==> src/design/gpps_pkg.sv <==
// Package with the shared codes and the controller/datapath interface types.
`timescale 1ns / 1ps

package gpps_pkg;

  // Selects the value that the primality test examines.
  localparam logic [1:0] V_T2 = 2'd0;
  localparam logic [1:0] V_P  = 2'd1;
  localparam logic [1:0] V_TP = 2'd2;

  // Which primality test is in flight.
  localparam logic [1:0] TEST_T2 = 2'd0;
  localparam logic [1:0] TEST_P  = 2'd1;
  localparam logic [1:0] TEST_TP = 2'd2;

  typedef struct packed {
    logic       load_target;
    logic       v_load;
    logic [1:0] v_sel;
    logic       p_init3;
    logic       p_step2;
    logic       p_set2;
    logic       prime_init;
    logic       prime_step;
    logic       div_start;
    logic       res_set;
    logic       res_found;
    logic       out_load;
  } gpps_cmd_t;

  typedef struct packed {
    logic half_lt2;
    logic t_odd;
    logic v_le1;
    logic v_even;
    logic v_is2;
    logic sq_gt_v;
    logic div_busy;
    logic div_done;
    logic rem_zero;
    logic p_gt_half;
  } gpps_sts_t;

endpackage

==> src/design/gpps_rem_unit.sv <==
// Restoring remainder unit that retires one dividend bit per cycle.
`timescale 1ns / 1ps

module gpps_rem_unit #(
  parameter int VALUE_WIDTH = 32
) (
  input  logic                   clk,
  input  logic                   rst,
  input  logic                   start,
  input  logic [VALUE_WIDTH-1:0] dividend,
  input  logic [VALUE_WIDTH-1:0] divisor,
  output logic                   busy,
  output logic                   done,
  output logic [VALUE_WIDTH-1:0] rem
);

  localparam int CW = $clog2(VALUE_WIDTH + 1);

  logic [CW-1:0]          cnt;
  logic [VALUE_WIDTH-1:0] shreg;
  logic [VALUE_WIDTH:0]   partial;
  logic [VALUE_WIDTH:0]   diff;

  assign partial = {rem, shreg[VALUE_WIDTH-1]};
  assign diff    = partial - {1'b0, divisor};

  always_ff @(posedge clk) begin
    if (rst) begin
      busy <= 1'b0;
      done <= 1'b0;
      cnt  <= '0;
    end else begin
      done <= 1'b0;
      if (start) begin
        busy <= 1'b1;
        cnt  <= CW'(VALUE_WIDTH);
      end else if (busy) begin
        cnt <= cnt - CW'(1);
        if (cnt == CW'(1)) begin
          busy <= 1'b0;
          done <= 1'b1;
        end
      end
    end
  end

  always_ff @(posedge clk) begin
    if (start) begin
      shreg <= dividend;
      rem   <= '0;
    end else if (busy) begin
      shreg <= shreg << 1;
      if (partial >= {1'b0, divisor}) begin
        rem <= diff[VALUE_WIDTH-1:0];
      end else begin
        rem <= partial[VALUE_WIDTH-1:0];
      end
    end
  end

endmodule

==> src/design/gpps_datapath.sv <==
// Datapath: target, candidate, trial divisor, its square, remainder unit and result register.
`timescale 1ns / 1ps

module gpps_datapath #(
  parameter int VALUE_WIDTH = 32
) (
  input  logic                   clk,
  input  logic                   rst,
  input  gpps_pkg::gpps_cmd_t    cmd,
  output gpps_pkg::gpps_sts_t    sts,
  input  logic [VALUE_WIDTH-1:0] target,
  output logic                   found,
  output logic [30:0]            smaller_prime,
  output logic [31:0]            larger_prime
);

  localparam int SW = VALUE_WIDTH + 2;

  logic [VALUE_WIDTH-1:0]    t;
  logic [VALUE_WIDTH-1:0]    p;
  logic [VALUE_WIDTH-1:0]    v;
  logic [VALUE_WIDTH-1:0]    d;
  logic [SW-1:0]             sq;
  logic                      res_found;
  logic [VALUE_WIDTH-1:0]    rem;
  logic [VALUE_WIDTH-1:0]    large_full;
  logic [VALUE_WIDTH+31:0]   p_ext;
  logic [VALUE_WIDTH+31:0]   large_ext;
  logic                      div_busy;
  logic                      div_done;

  assign large_full = t - p;
  assign p_ext      = {32'b0, p};
  assign large_ext  = {32'b0, large_full};

  always_comb begin
    sts.half_lt2  = (t[VALUE_WIDTH-1:2] == '0);
    sts.t_odd     = t[0];
    sts.v_le1     = (v[VALUE_WIDTH-1:1] == '0);
    sts.v_even    = ~v[0];
    sts.v_is2     = (v == VALUE_WIDTH'(2));
    sts.sq_gt_v   = (sq > {2'b00, v});
    sts.div_busy  = div_busy;
    sts.div_done  = div_done;
    sts.rem_zero  = (rem == '0);
    sts.p_gt_half = (p > {1'b0, t[VALUE_WIDTH-1:1]});
  end

  always_ff @(posedge clk) begin
    if (cmd.load_target) begin
      t <= target;
    end
    if (cmd.p_set2) begin
      p <= VALUE_WIDTH'(2);
    end else if (cmd.p_init3) begin
      p <= VALUE_WIDTH'(3);
    end else if (cmd.p_step2) begin
      p <= p + VALUE_WIDTH'(2);
    end
    if (cmd.v_load) begin
      case (cmd.v_sel)
        gpps_pkg::V_T2: v <= t - VALUE_WIDTH'(2);
        gpps_pkg::V_P:  v <= p;
        gpps_pkg::V_TP: v <= large_full;
        default:        v <= p;
      endcase
    end
    if (cmd.prime_init) begin
      d  <= VALUE_WIDTH'(3);
      sq <= SW'(9);
    end else if (cmd.prime_step) begin
      d  <= d + VALUE_WIDTH'(2);
      sq <= sq + {d, 2'b00} + SW'(4);
    end
    if (cmd.res_set) begin
      res_found <= cmd.res_found;
    end
    if (cmd.out_load) begin
      found         <= res_found;
      smaller_prime <= res_found ? p_ext[30:0] : 31'd0;
      larger_prime  <= res_found ? large_ext[31:0] : 32'd0;
    end
  end

  gpps_rem_unit #(
    .VALUE_WIDTH(VALUE_WIDTH)
  ) u_rem (
    .clk      (clk),
    .rst      (rst),
    .start    (cmd.div_start),
    .dividend (v),
    .divisor  (d),
    .busy     (div_busy),
    .done     (div_done),
    .rem      (rem)
  );

endmodule

==> src/design/gpps_ctrl.sv <==
// Controller state machine that sequences the candidate scan and the trial divisions.
`timescale 1ns / 1ps

module gpps_ctrl (
  input  logic                clk,
  input  logic                rst,
  input  logic                in_valid,
  output logic                in_ready,
  output logic                out_valid,
  input  logic                out_ready,
  output gpps_pkg::gpps_cmd_t cmd,
  input  gpps_pkg::gpps_sts_t sts
);

  localparam logic [2:0] S_IDLE   = 3'd0;
  localparam logic [2:0] S_CHECK  = 3'd1;
  localparam logic [2:0] S_PINIT  = 3'd2;
  localparam logic [2:0] S_PCHK   = 3'd3;
  localparam logic [2:0] S_DIV    = 3'd4;
  localparam logic [2:0] S_DECIDE = 3'd5;
  localparam logic [2:0] S_CAND   = 3'd6;
  localparam logic [2:0] S_DONE   = 3'd7;

  logic [2:0] state;
  logic [2:0] state_next;
  logic [1:0] which;
  logic [1:0] which_next;
  logic       prime;
  logic       prime_next;
  logic       out_valid_next;

  always_comb begin
    cmd            = '0;
    in_ready       = 1'b0;
    state_next     = state;
    which_next     = which;
    prime_next     = prime;
    out_valid_next = out_valid;
    if (out_valid && out_ready) begin
      out_valid_next = 1'b0;
    end
    case (state)
      S_IDLE: begin
        in_ready = 1'b1;
        if (in_valid) begin
          cmd.load_target = 1'b1;
          state_next      = S_CHECK;
        end
      end
      S_CHECK: begin
        if (sts.half_lt2) begin
          cmd.res_set = 1'b1;
          state_next  = S_DONE;
        end else begin
          cmd.v_load = 1'b1;
          cmd.v_sel  = gpps_pkg::V_T2;
          which_next = gpps_pkg::TEST_T2;
          state_next = S_PINIT;
        end
      end
      S_PINIT: begin
        if (sts.v_le1) begin
          prime_next = 1'b0;
          state_next = S_DECIDE;
        end else if (sts.v_even) begin
          prime_next = sts.v_is2;
          state_next = S_DECIDE;
        end else begin
          cmd.prime_init = 1'b1;
          state_next     = S_PCHK;
        end
      end
      S_PCHK: begin
        if (sts.sq_gt_v) begin
          prime_next = 1'b1;
          state_next = S_DECIDE;
        end else begin
          cmd.div_start = 1'b1;
          state_next    = S_DIV;
        end
      end
      S_DIV: begin
        if (sts.div_done) begin
          if (sts.rem_zero) begin
            prime_next = 1'b0;
            state_next = S_DECIDE;
          end else begin
            cmd.prime_step = 1'b1;
            state_next     = S_PCHK;
          end
        end
      end
      S_DECIDE: begin
        case (which)
          gpps_pkg::TEST_T2: begin
            if (prime) begin
              cmd.p_set2    = 1'b1;
              cmd.res_set   = 1'b1;
              cmd.res_found = 1'b1;
              state_next    = S_DONE;
            end else if (sts.t_odd) begin
              cmd.res_set = 1'b1;
              state_next  = S_DONE;
            end else begin
              cmd.p_init3 = 1'b1;
              state_next  = S_CAND;
            end
          end
          gpps_pkg::TEST_P: begin
            if (prime) begin
              cmd.v_load = 1'b1;
              cmd.v_sel  = gpps_pkg::V_TP;
              which_next = gpps_pkg::TEST_TP;
              state_next = S_PINIT;
            end else begin
              cmd.p_step2 = 1'b1;
              state_next  = S_CAND;
            end
          end
          gpps_pkg::TEST_TP: begin
            if (prime) begin
              cmd.res_set   = 1'b1;
              cmd.res_found = 1'b1;
              state_next    = S_DONE;
            end else begin
              cmd.p_step2 = 1'b1;
              state_next  = S_CAND;
            end
          end
          default: begin
            cmd.res_set = 1'b1;
            state_next  = S_DONE;
          end
        endcase
      end
      S_CAND: begin
        if (sts.p_gt_half) begin
          cmd.res_set = 1'b1;
          state_next  = S_DONE;
        end else begin
          cmd.v_load = 1'b1;
          cmd.v_sel  = gpps_pkg::V_P;
          which_next = gpps_pkg::TEST_P;
          state_next = S_PINIT;
        end
      end
      S_DONE: begin
        if (!out_valid || out_ready) begin
          cmd.out_load   = 1'b1;
          out_valid_next = 1'b1;
          state_next     = S_IDLE;
        end
      end
      default: begin
        state_next = S_IDLE;
      end
    endcase
  end

  always_ff @(posedge clk) begin
    if (rst) begin
      state     <= S_IDLE;
      which     <= gpps_pkg::TEST_T2;
      prime     <= 1'b0;
      out_valid <= 1'b0;
    end else begin
      state     <= state_next;
      which     <= which_next;
      prime     <= prime_next;
      out_valid <= out_valid_next;
    end
  end

endmodule

==> src/design/goldbach_prime_pair_search_unit.sv <==
// Top level of the Goldbach prime pair search unit.
// Sequence: the target is loaded on the input transfer, then each primality test of a
// value v runs trial divisions by odd divisors from 3 while their square does not exceed
// v, each done by the bit-serial remainder unit; candidates are scanned upward in odd steps.
// Throughput: one item at a time; the next item is taken while a result waits.
// Reset: synchronous, active high; returns to idle with no result pending.
`timescale 1ns / 1ps

module goldbach_prime_pair_search_unit #(
  parameter int VALUE_WIDTH = 32
) (
  input  logic                   clk,
  input  logic                   rst,
  input  logic                   in_valid,
  output logic                   in_ready,
  input  logic [VALUE_WIDTH-1:0] target,
  output logic                   out_valid,
  input  logic                   out_ready,
  output logic                   found,
  output logic [30:0]            smaller_prime,
  output logic [31:0]            larger_prime
);

  gpps_pkg::gpps_cmd_t cmd;
  gpps_pkg::gpps_sts_t sts;

  gpps_ctrl u_ctrl (
    .clk       (clk),
    .rst       (rst),
    .in_valid  (in_valid),
    .in_ready  (in_ready),
    .out_valid (out_valid),
    .out_ready (out_ready),
    .cmd       (cmd),
    .sts       (sts)
  );

  gpps_datapath #(
    .VALUE_WIDTH(VALUE_WIDTH)
  ) u_dp (
    .clk           (clk),
    .rst           (rst),
    .cmd           (cmd),
    .sts           (sts),
    .target        (target),
    .found         (found),
    .smaller_prime (smaller_prime),
    .larger_prime  (larger_prime)
  );

  a_no_result_zero: assert property (@(posedge clk) disable iff (rst)
    (out_valid && !found) |-> (smaller_prime == 31'd0 && larger_prime == 32'd0))
    else $error("Empty result carries nonzero parts.");

  a_one_at_a_time: assert property (@(posedge clk) disable iff (rst)
    (in_valid && in_ready) |=> !in_ready)
    else $error("Second transfer taken while an item is in progress.");

  a_div_idle_on_start: assert property (@(posedge clk) disable iff (rst)
    cmd.div_start |-> !sts.div_busy)
    else $error("Division started while the remainder unit is busy.");

  a_load_needs_room: assert property (@(posedge clk) disable iff (rst)
    cmd.out_load |-> (!out_valid || out_ready))
    else $error("Result register overwritten before its transfer.");

endmodule
==> config.mk <==
export PLATFORM = sky130hd
export DESIGN_NAME = goldbach_prime_pair_search_unit
export DESIGN_NICKNAME = d
export VERILOG_FILES = /design/src/design/gpps_pkg.sv /design/src/design/gpps_rem_unit.sv /design/src/design/gpps_datapath.sv /design/src/design/gpps_ctrl.sv /design/src/design/goldbach_prime_pair_search_unit.sv
export SDC_FILE = /design/constraint.sdc
export NUM_CORES = 1
export LEC_CHECK = 0
export BUFFER_PORTS_ARGS = -buffer_cell sky130_fd_sc_hd__buf_2
export CAP_MARGIN = 30
export CORE_MARGIN = 2
export CORE_UTILIZATION = 62
export CTS_BUF_LIST = sky130_fd_sc_hd__clkbuf_4 sky130_fd_sc_hd__clkbuf_8
export CTS_CLUSTER_SIZE = 25
export DETAILED_ROUTE_END_ITERATION = 16
export PLACE_DENSITY = 0.82
export SKIP_LAST_GASP = 1
export SYNTH_ARGS = -nofsm -noshare
export SYNTH_HDL_FRONTEND = slang
export SYNTH_SLANG_ARGS = --single-unit
==> constraint.sdc <==
create_clock -name clk -period 13.23 [get_ports clk]
set_clock_uncertainty 0.05 [all_clocks]
set_input_delay 3.3075 -clock clk [delete_from_list [all_inputs] [get_ports clk]]
set_output_delay 3.3075 -clock clk [all_outputs]
set_load 0.01 [all_outputs]
; After elaboration in Yosys (flattened, before gate mapping)
; Index checks and enable logic that the tools add are counted.
[word_totals]
reg_bits = 306
in_bits = 36
wordCells = 149
[classes]
add_sub_neg = 8
magnitude_cmp = 3
n_eq_ne = 22
mux = 75
bitwise = 1
reduce_logical = 20
[ops]
columns = cell, count
row1 = $mux W32, 3
row2 = $add A32 B2 Y32 const B, 2
row3 = $pmux W32 S2, 1
row4 = $sub A32 B32 Y32, 2
row5 = $mux W1, 42
row6 = $mux W3, 14
row7 = $add A34 B3 Y34 const B, 1
row8 = $add A34 B34 Y34, 1
row9 = $gt A34 B32 Y1, 1
row10 = $ge A33 B32 Y1, 1
row11 = $eq A32 B2 Y1 const B, 1
row12 = $gt A32 B31 Y1, 1
row13 = $logic_not A32 Y1, 1
row14 = $sub A32 B2 Y32 const B, 1
row15 = $logic_not A31 Y1, 1
row16 = $logic_not A30 Y1, 1
row17 = $pmux W3 S8, 1
row18 = $pmux W3 S3, 2
row19 = $eq A3 B3 Y1 const B, 4
row20 = $mux W6, 2
row21 = $ne A2 B2 Y1 const B, 6
row22 = $mux W2, 5
row23 = $reduce_and A5 Y1, 2
row24 = $pmux W1 S3, 3
row25 = 21 further kinds, 30

; Longest topological paths before layout
; Gate-level depths: netlist (run 1).
[depth]
word_depth = 6
mapped_depth = 16
depth_no_buf = 15

; Modules after synthesis
; A second synthesis (run 1) with hierarchy kept.
[unflattened]
cells_unflattened = 2196
hier_area_um2 = 20173.1
[modules_own_cells]
columns = mod, instances, cells_each, area_each_um2
row1 = gpps_datapath, 1, 1578, 14587.7
row2 = gpps_rem_unit, 1, 536, 4949.7
row3 = gpps_ctrl, 1, 82, 635.6

; Worst setup path before layout (run 1)
; No wires, ideal clock.
[synth_timing]
path_kind = input port to flip-flop
from = input out_ready
to = register u_dp.found, enable pin
setup_ps = 486
arrival_time_ps = 6075
setup_slack_ps = 6619
path_stages = 2
path_buffers = 0
path_cell_list = nor2b_1 > nor2_1
[synth_rtl]
columns = element, line_no
row1 = "start, declared", goldbach_prime_pair_search_unit.sv:18  ; input logic out_ready,
row2 = "end signal, assigned", gpps_datapath.sv:79  ; found <= res_found;
row3 = "end, declared", gpps_datapath.sv:12  ; output logic found,

; Final worst setup path (run 1)
[layout_timing]
from = register u_ctrl.state[0]
to = output in_ready
[layout_between]
elab_chain_cells = 2
[layout_rtl]
columns = element, line_no
row1 = "start, declared", gpps_ctrl.sv:24  ; logic [2:0] state;
row2 = "start signal, assigned", gpps_ctrl.sv:167  ; state <= state_next;
row3 = $logic_not A3 Y1, gpps_ctrl.sv:42  ; case (state)
row4 = $mux W1, gpps_ctrl.sv:42
row5 = "end, declared", goldbach_prime_pair_search_unit.sv:15  ; output logic in_ready,
; No other way between the ends.

==> results of run 1 <==
-- worst min path at each step --
stage | from | endpoint | slack [ps]
6_report | u_dp.sq[4] | u_dp.sq[4] | 450
5_1_grt | u_dp.sq[4] | u_dp.sq[4] | 470
4_1_cts | u_dp.sq[4] | u_dp.sq[4] | 450
3_5_place_dp | u_dp.sq[4] | u_dp.sq[4] | 440
3_3_place_gp | u_dp.sq[4] | u_dp.sq[4] | 430
2_1_floorplan | u_dp.sq[33] | u_dp.sq[33] | 400
-- flip-flops by register name, indices dropped and copies added, names as in the netlist --
name                cells
u_dp.p                 32
u_dp.found              1
u_dp.res_found          1
u_dp.sq                31
u_dp.u_rem.busy         1
u_dp.t                 32
u_dp.larger_prime      32
u_ctrl.which            2
u_ctrl.out_valid        1
u_dp.smaller_prime     31
u_dp.u_rem.rem         32
u_dp.u_rem.shreg       32
u_ctrl.state            3
u_dp.v                 32
u_dp.d                 31
u_dp.u_rem.cnt          6
u_dp.u_rem.done         1
u_ctrl.prime            1
-- cell families after synthesis --
kind of cell	share of synthesized area
AO/OA/AOI/OAI	0.162
XOR/XNOR	0.0765
adder cells (fa/ha/maj)	0.125
buffers and inverters	0.0460
flip-flops	0.391
multiplexers	0.0288
AND/OR/NAND/NOR	0.170
-- worst max-delay path, delay by kind of cell (launching register included) --
family | cells | cell delay [ps]
flip-flops | 1 | 750
AND/OR/NAND/NOR | 1 | 160
buffers and inverters | 1 | 180
-- where the power goes --
group	internal (mW)	switching (mW)
Combinational	0.856	1.23
Sequential	1.21	0.193
Clock	0.492	0.394
Total	2.56	1.82
-- layer usage --
layer,share of wire,vias to the layer above
li1,-,7845
met1,0.42,7781
met2,0.48,560
met3,0.055,150
met4,0.042,0
met5,0,-
-- through the flow --
| stage | cells | power (mW) | hold slack (ps) | cell area [um^2] |
|---|---|---|---|---|
| after floorplan | 2130 | 2.96 | 398 | 19600 |
| after global placement | 2574 | 3.39 | 426 | 20400 |
| after detailed placement | 2575 | 3.46 | 440 | 20400 |
| after CTS | 2670 | 4.35 | 449 | 21500 |
| after global routing | 2670 | 4.67 | 472 | 21500 |
| final | 2670 | 4.37 | 446 | 21500 |
-- layout make-up --
class,count,area (um^2)
clock buffer,83,986
clock inverter,12,96.3
fill,2431,9780
inverter,158,593
multi-input combinational,1596,11000
sequential,302,7660
tap,402,503
timing repair buffer,117,646
-- placed cells by master (no fill, tap or decap), types with 15 or more instances in the layout --
cell type / count
o21a_1: 17
o21bai_1: 15
a31oi_1: 17
inv_1: 158
mux2_2: 35
clkbuf_4: 25
nor2_1: 251
a221o_1: 15
nor3_1: 55
edfxtp_1: 161
o21ai_0: 69
buf_2: 101
nand2b_1: 16
and2_1: 31
nand2_1: 138
a21oi_1: 149
nand3_1: 43
nand4_1: 40
mux2i_1: 17
a211oi_1: 32
nor2b_1: 24
nor4_1: 26
a21o_1: 70
xnor2_1: 144
clkbuf_8: 58
ha_1: 191
buf_4: 15
and3_1: 24
dfxtp_1: 140
xor2_1: 27
==> impl_summary.md, run 1 <==
Worst setup path
The cell with the largest stage delay on the worst path is dfxtp_1. The element type at the critical path start is a register. The register-to-register setup slack is 9120 ps. The worst setup path is of the reg2out kind.

The peak per-stage delay on the critical path is 750 ps. The worst register-to-register path begins at u_dp.t[27]. Measured in cells, the most critical reg-to-reg path has a length of 13. The data arrival time of the critical path is 1690 ps. The capture point of the worst reg-to-reg path is u_dp.v[12].

Traced cell by cell, the critical path runs through nor3_1, buf_2. The required time at the endpoint of the critical path is 9870 ps. The largest fanout on the critical path is 20.

The element type at the critical path end is an output pin. Tracing the worst setup path back leads to its startpoint at u_ctrl.state[0]. The termination of the worst setup path is in_ready.

STA
At the pin with the least slew margin, the transition time is 870 ps. The final count of pins violating max slew is 0. The normalized max-slew margin is 0.414. The worst setup slack after layout is 8180 ps. The routed design could run at a clock period as short as 5050 ps.

For the final routed database, the setup TNS stands at 0 ps. Setup repair after global routing left no endpoint under its margin. The post-route fraction of the period consumed by the critical path is 0.382.

The number of hold-slack violations in the final timing report was 0. The final setup violation count is 0. Static timing analysis puts the maximum clock frequency at 198 MHz.

Floorplan
From left edge to right edge, the die measures 182 um. The top-level I/O count is 102. For this configuration, the core starts out at a cell density of 0.625.

The area of the core region is 0.0313 mm^2. Measured along the y axis, the die boundary spans 182 um. The die covers 0.0330 mm^2.

The row count is 65.

Drt
The post-detailed-routing wire length is 50300 um. In this run the remaining antenna-violating nets after routing total 0. The first detailed-routing pass took 5 iterations. The total number of vias is 16300. After detailed routing, the average wire length per cell comes to 18.8 um. Dividing the detail-routed via count by the number of cells gives 6.12. For this block, the initial DRC count from the detailed router was 1061.

The count of unresolved DRC violations after routing is 0.

Clocking
The number of buffers between clock root and the deepest sink is 3. The buffer cell driving the clock tree root is clkbuf_8. The clock tree from TritonCTS is done. For this design, the sink count on the clock tree is 302. Buffers inserted to repair hold after CTS numbered 0.

After clock tree synthesis, the setup repair step added 0 buffers. The post-CTS clock slew at the launch and capture registers of the worst setup and hold paths is 70 ps. In this run, CTS created clock tree buffers numbering 51.

The clock latency reported for the late side of the worst-skew pair is 620 ps. In this run, post-CTS repair resized a total of 0 instances. CTS built an H-tree with a depth of 2.

Pwr
The power density over the cells is 203 mW/mm^2. The worst-case IR drop observed on VDD is 0.000156 V. In this run the static leakage power is 9.10 nW.

Synth
The synthesis warning total is 0. A synthesized cell averages 9.19 um^2. The number of different library cells in the post-synthesis netlist is 85. The share of flip-flops with an asynchronous set or reset after synthesis is 0. In the synthesized netlist, the cells that appear most often are nor2_1 (253), ha_1 (191), edfxtp_1 (161). Synthesis inferred 302 register bits. Sorting the synthesized cells by area gives the leading types as edfxtp_1 (25%), dfxtp_1 (14%), ha_1 (12%), xnor2_1 (6.4%), nor2_1 (4.9%). The mapped netlist covers 0.0196 mm^2. In the synthesized netlist the dominant register cell turns out to be edfxtp_1. The cell with the most instances after synthesis is nor2_1. The sequential-to-total area share from yosys stat is 0.391. Counting every instance in the synthesized netlist gives 2130. When the netlist entered floorplanning its net count stood at 2360. The number of synthesized flops with an enable pin is 161.

The top-area cell type share of the netlist area is 0.247. The post-synthesis cell type with the largest combined area is edfxtp_1.

Placement
Detailed placement finished with a half-perimeter wire length of 37500 um. The congestion estimate from routability-driven global placement came to 0.992. Before CTS, the worst setup slack after placement is 8490 ps. The count of buffers added on input and output ports is 101.

Outcome
The flow ran to the end, and the final reports show no timing, DRC or antenna violations.

Global routing
Entering global routing, the biggest net connects 67 pins. The global routing met3 resource utilization is 0.0435. The number of global-route vias before repair is 16100.

The initial antenna violation count is 0. The aggregate global routing overflow is 0. The routing usage on met1 is 0.375. The most crowded layer after global routing is met2. The wire length of the first global-routing pass is 81000 um. The total routing usage reported by global routing is 0.303.

The met2 usage in global routing is 0.528.

Job
The count of maximum capacitance violations is 0.

Finish
0 antenna diodes ended up in the layout. The layout cell share with drive strength beyond 1 is 0.122. At the end of the flow, the number of nets in the layout was 2456. The area growth from synthesis to layout is 10.0%. The core occupancy in the finished layout is 0.688.

Hold path
The min-delay analysis places its worst path in the category reg2reg. The number of instances on the worst hold path is 2.
No activity file was read; power rests on OpenSTA's default activity.
==> run 2, diff against run 1 <==
--- a/config.mk
+++ b/config.mk
@@ -5,14 +5,15 @@
 export SDC_FILE = /design/constraint.sdc
 export NUM_CORES = 1
 export LEC_CHECK = 0
+export ABC_AREA = 1
 export BUFFER_PORTS_ARGS = -buffer_cell sky130_fd_sc_hd__buf_2
 export CAP_MARGIN = 30
 export CORE_MARGIN = 2
-export CORE_UTILIZATION = 62
+export CORE_UTILIZATION = 59
 export CTS_BUF_LIST = sky130_fd_sc_hd__clkbuf_4 sky130_fd_sc_hd__clkbuf_8
 export CTS_CLUSTER_SIZE = 25
 export DETAILED_ROUTE_END_ITERATION = 16
-export PLACE_DENSITY = 0.82
+export PLACE_DENSITY = 0.81
 export SKIP_LAST_GASP = 1
 export SYNTH_ARGS = -nofsm -noshare
 export SYNTH_HDL_FRONTEND = slang
==> constraint.sdc (replaced) <==
create_clock -name clk -period 4.08 [get_ports clk]
set_clock_uncertainty 0.05 [all_clocks]
set_input_delay 1.02 -clock clk [delete_from_list [all_inputs] [get_ports clk]]
set_output_delay 1.02 -clock clk [all_outputs]
set_load 0.01 [all_outputs]
==> run 2 against run 1 <==
Flip-flop and latch count unchanged. First-iteration DRC count increased by 89%. Global-route usage increased by 7.1 points. Critical endpoint is now u_dp.v[1]. Total power increased to 4.0 times the previous value. Count of clock-buffer cells in the layout decreased by 17. Synthesized cell count increased by 43%. Via count increased by 32%. Non-clock buffer count increased by 5. Sequential power increased to 3.3 times the previous value. Worst setup slack got worse by 7300 ps. Cell area increased by 12%.
==> impl_summary.md, run 2 <==
Synth
The cell with the most instances after synthesis is nand2_1. Synthesis handed over a netlist of 3039 instances. The number of different library cells in the post-synthesis netlist is 56. The number of nets produced by synthesis is 3269. The commonest cells after synthesis are nand2_1 (744), inv_1 (377), nor2_1 (305). The number of synthesized flops with an enable pin is 161. Ranked by total cell area, the synthesized netlist is headed by edfxtp_1 (22%), dfxtp_1 (13%), nand2_1 (13%), ha_1 (11%), inv_1 (6.4%). The biggest area contributor in the post-synthesis netlist is edfxtp_1. The share of the Yosys chip area taken by registers is 0.348. The synthesis warning total is 0. The average instance in the mapped netlist occupies 7.23 um^2. The synthesized cell area is 0.0220 mm^2.

The top-area cell type share of the netlist area is 0.220. The count of state elements after synthesis is 302. The share of flip-flops with an asynchronous set or reset after synthesis is 0. For this run, the leading register cell type out of synthesis is edfxtp_1.

Floorplan
The row count is 70. The initial core utilization is 0.600. The die is 197 um wide. The area of the core region is 0.0366 mm^2. Measured along the y axis, the die boundary spans 197 um. The die covers 0.0388 mm^2. 102 I/O pins were placed.

Clocking
The level count of the clock H-tree is 2. The setup fix buffers added after clock tree synthesis is 0. For this design, the sink count on the clock tree is 302.

Clock tree synthesis selected as its root buffer the cell clkbuf_8. The post-CTS clock slew at the launch and capture registers of the worst setup and hold paths is 70 ps. The post-cts resize count is 0. Counting the buffers created by CTS gives 52.

The clock reaches the later pin of the worst-skew pair after 660 ps. TritonCTS built the clock tree. The total of hold buffers inserted after clock tree synthesis is 0.

The number of buffers between clock root and the deepest sink is 3.

Drt
The iteration-0 DRC count of the detailed router is 2006. In the routed design, unresolved DRC markers number 0. The count of TritonRoute iterations in the first routing pass is 6. Using the TritonRoute via totals, the vias-per-cell ratio works out to 5.91. The post-detailed-routing wire length is 72200 um. The routed length per placed instance is 19.8 um. The number of nets still failing antenna checks after routing is 0. Summing over every cut layer, the via total after detailed routing is 21600.

Placement
In this run the tool buffered the top-level ports with 101 buffer cells. The number of cells after detailed placement is 3554. The congestion estimate from routability-driven global placement came to 1.04. The wire-length estimate of the detail-placed layout is 56200 um. The placed instance area is 0.0229 mm^2.

STA
The final critical-path required period is 3180 ps. The transition at the pin with the smallest max-transition slack is 1020 ps. Setup repair after global routing left no endpoint under its margin. The maximum operating frequency is 314 MHz. Of the available clock period, the critical path in the final layout requires 0.780. The number of hold-slack violations in the final timing report was 0. The total negative slack is 0 ps. The worst pin sits at a relative slew slack of 0.317. The final setup violation count is 0. The final count of pins violating max slew is 0.

Worst setup path
The data arrival time of the critical path is 3480 ps. The required time at the endpoint of the critical path is 4380 ps. The largest fanout on the critical path is 41. The worst setup path is launched from a register. Tracing the worst setup path back leads to its startpoint at u_dp.t[26].

Setup slack on the worst reg-to-reg path comes out at 900 ps. In this run the critical register-to-register path is captured at u_dp.v[1]. The element type at the critical path end is a register. In this run the critical register-to-register path is launched from u_dp.t[26].

In this run the worst setup path terminates at u_dp.v[1]. The logic depth of the worst register-to-register path is 13. The critical path is of the reg2reg type.

Finish
The finished cells cover 0.0240 mm^2. In the layout the commonest cells are nand2_1 (744), inv_1 (377), nor2_1 (303). The area growth from synthesis to layout is 9.36%.

Leaving out fill and tap cells, the most frequent cell in the layout is nand2_1. The number of antenna cells inserted is 0. The number of standard cells in the layout, taps in and fillers out is 3651. Of the cells placed in the final design, the portion with a size suffix greater than 1 is 0.0776.

The final layout contains 3370 nets. Fill cells in the final layout number 3185. For this run, the share of the core covered by cells in the final layout is 0.656.

Global routing
The aggregate global routing overflow is 0. The pin count of the biggest net entering global routing is 82. The number of global-route vias before repair is 21100. The first global-routing pass estimated 113000 um of wire.

The total routing usage reported by global routing is 0.374. The initial antenna violation count is 0.

Pwr
The share of total power dissipated in the clock network is 0.173. The analysis attributes to net switching a power of 8.90 mW. The internal portion of total power is 8.73 mW.

The power density over the cells is 734 mW/mm^2. The analysis attributes to cell leakage a power of 11.6 nW. Of the total power, registers draw 0.258. The relative contribution of combinational cells to total power is 0.569. The completed layout was analyzed and its total power is 17.6 mW. Of the total power, the share spent switching nets is 0.505. The maximum ir drop on the vdd rail is 0.000512 V.

Job
Max-cap violations in this run came to 0.

Outcome
The run finished with clean final reports.

Hold path
In this run the worst hold path is classified as reg2reg.
[run 2: metal layers]
| layer | vias up | part of all wire | global-route usage |
|---|---|---|---|
| met5 | - | 0 | 0 |
| met4 | 0 | 0.064 | 0.233 |
| met3 | 252 | 0.062 | 0.0460 |
| met2 | 996 | 0.47 | 0.633 |
| met1 | 9947 | 0.40 | 0.456 |
| li1 | 10400 | - | - |
[run 2: critical path, stage by stage, from the launching register on]
cell      delay [ps]
edfxtp_1         470
inv_1            160
ha_1             270
a21oi_1          180
o21ai_0          150
nand2_1          120
nand2_1           80
a21oi_1          130
nand2_1          110
nand2_2          350
nand2_1          320
buf_12           270
nand3_1           90
o211ai_1         120
[run 2: layout make-up]
type | count | area (um^2) | area share
Multi-Input combinational cell | 2277 | 12500 | 0.521
Sequential cell | 302 | 7660 | 0.319
Inverter | 385 | 1450 | 0.0601
Clock buffer | 66 | 858 | 0.0357
Timing Repair Buffer | 122 | 701 | 0.0292
Tap cell | 468 | 586 | 0.0244
Clock inverter | 31 | 272 | 0.0113
[run 2: worst min path at each step]
stage | startpoint | end | slack [ps] | cells after the start
final | u_dp.u_rem.cnt[0] | u_dp.u_rem.cnt[0] | 440 | 2
after global routing | u_dp.d[30] | u_dp.d[30] | 460 | 2
after CTS | u_dp.u_rem.cnt[0] | u_dp.u_rem.cnt[0] | 440 | 2
after detailed placement | u_dp.u_rem.cnt[0] | u_dp.u_rem.cnt[0] | 430 | 2
after global placement | u_dp.u_rem.cnt[3] | u_dp.u_rem.cnt[3] | 410 | 2
after floorplan | u_dp.res_found | u_dp.found | 370 | 0
[run 2: cell families after synthesis]
group                    after synthesis  synth area share
buffers and inverters                460            0.0832
XOR/XNOR                             104            0.0415
AO/OA/AOI/OAI                        440             0.110
AND/OR/NAND/NOR                     1539             0.306
flip-flops                           302             0.348
adder cells (fa/ha/maj)              194             0.111
[run 2: power by group through the flow]
stage / sequential, mW / combinational [mW] / clock [mW]
5_1_grt: 4.61 / 11.1 / 3.21
6_report: 4.56 / 10.0 / 3.05
2_1_floorplan: 4.41 / 8.41 / 0
4_1_cts: 4.53 / 9.80 / 3.08
3_5_place_dp: 4.59 / 9.74 / 0
3_3_place_gp: 4.57 / 9.64 / 0
[run 2: stage by stage]
step	worst slack, ps	hold WS, ps
after global placement	974	413
final	896	440
after floorplan	289	374
after CTS	1000	438
after global routing	687	463
after detailed placement	1010	430
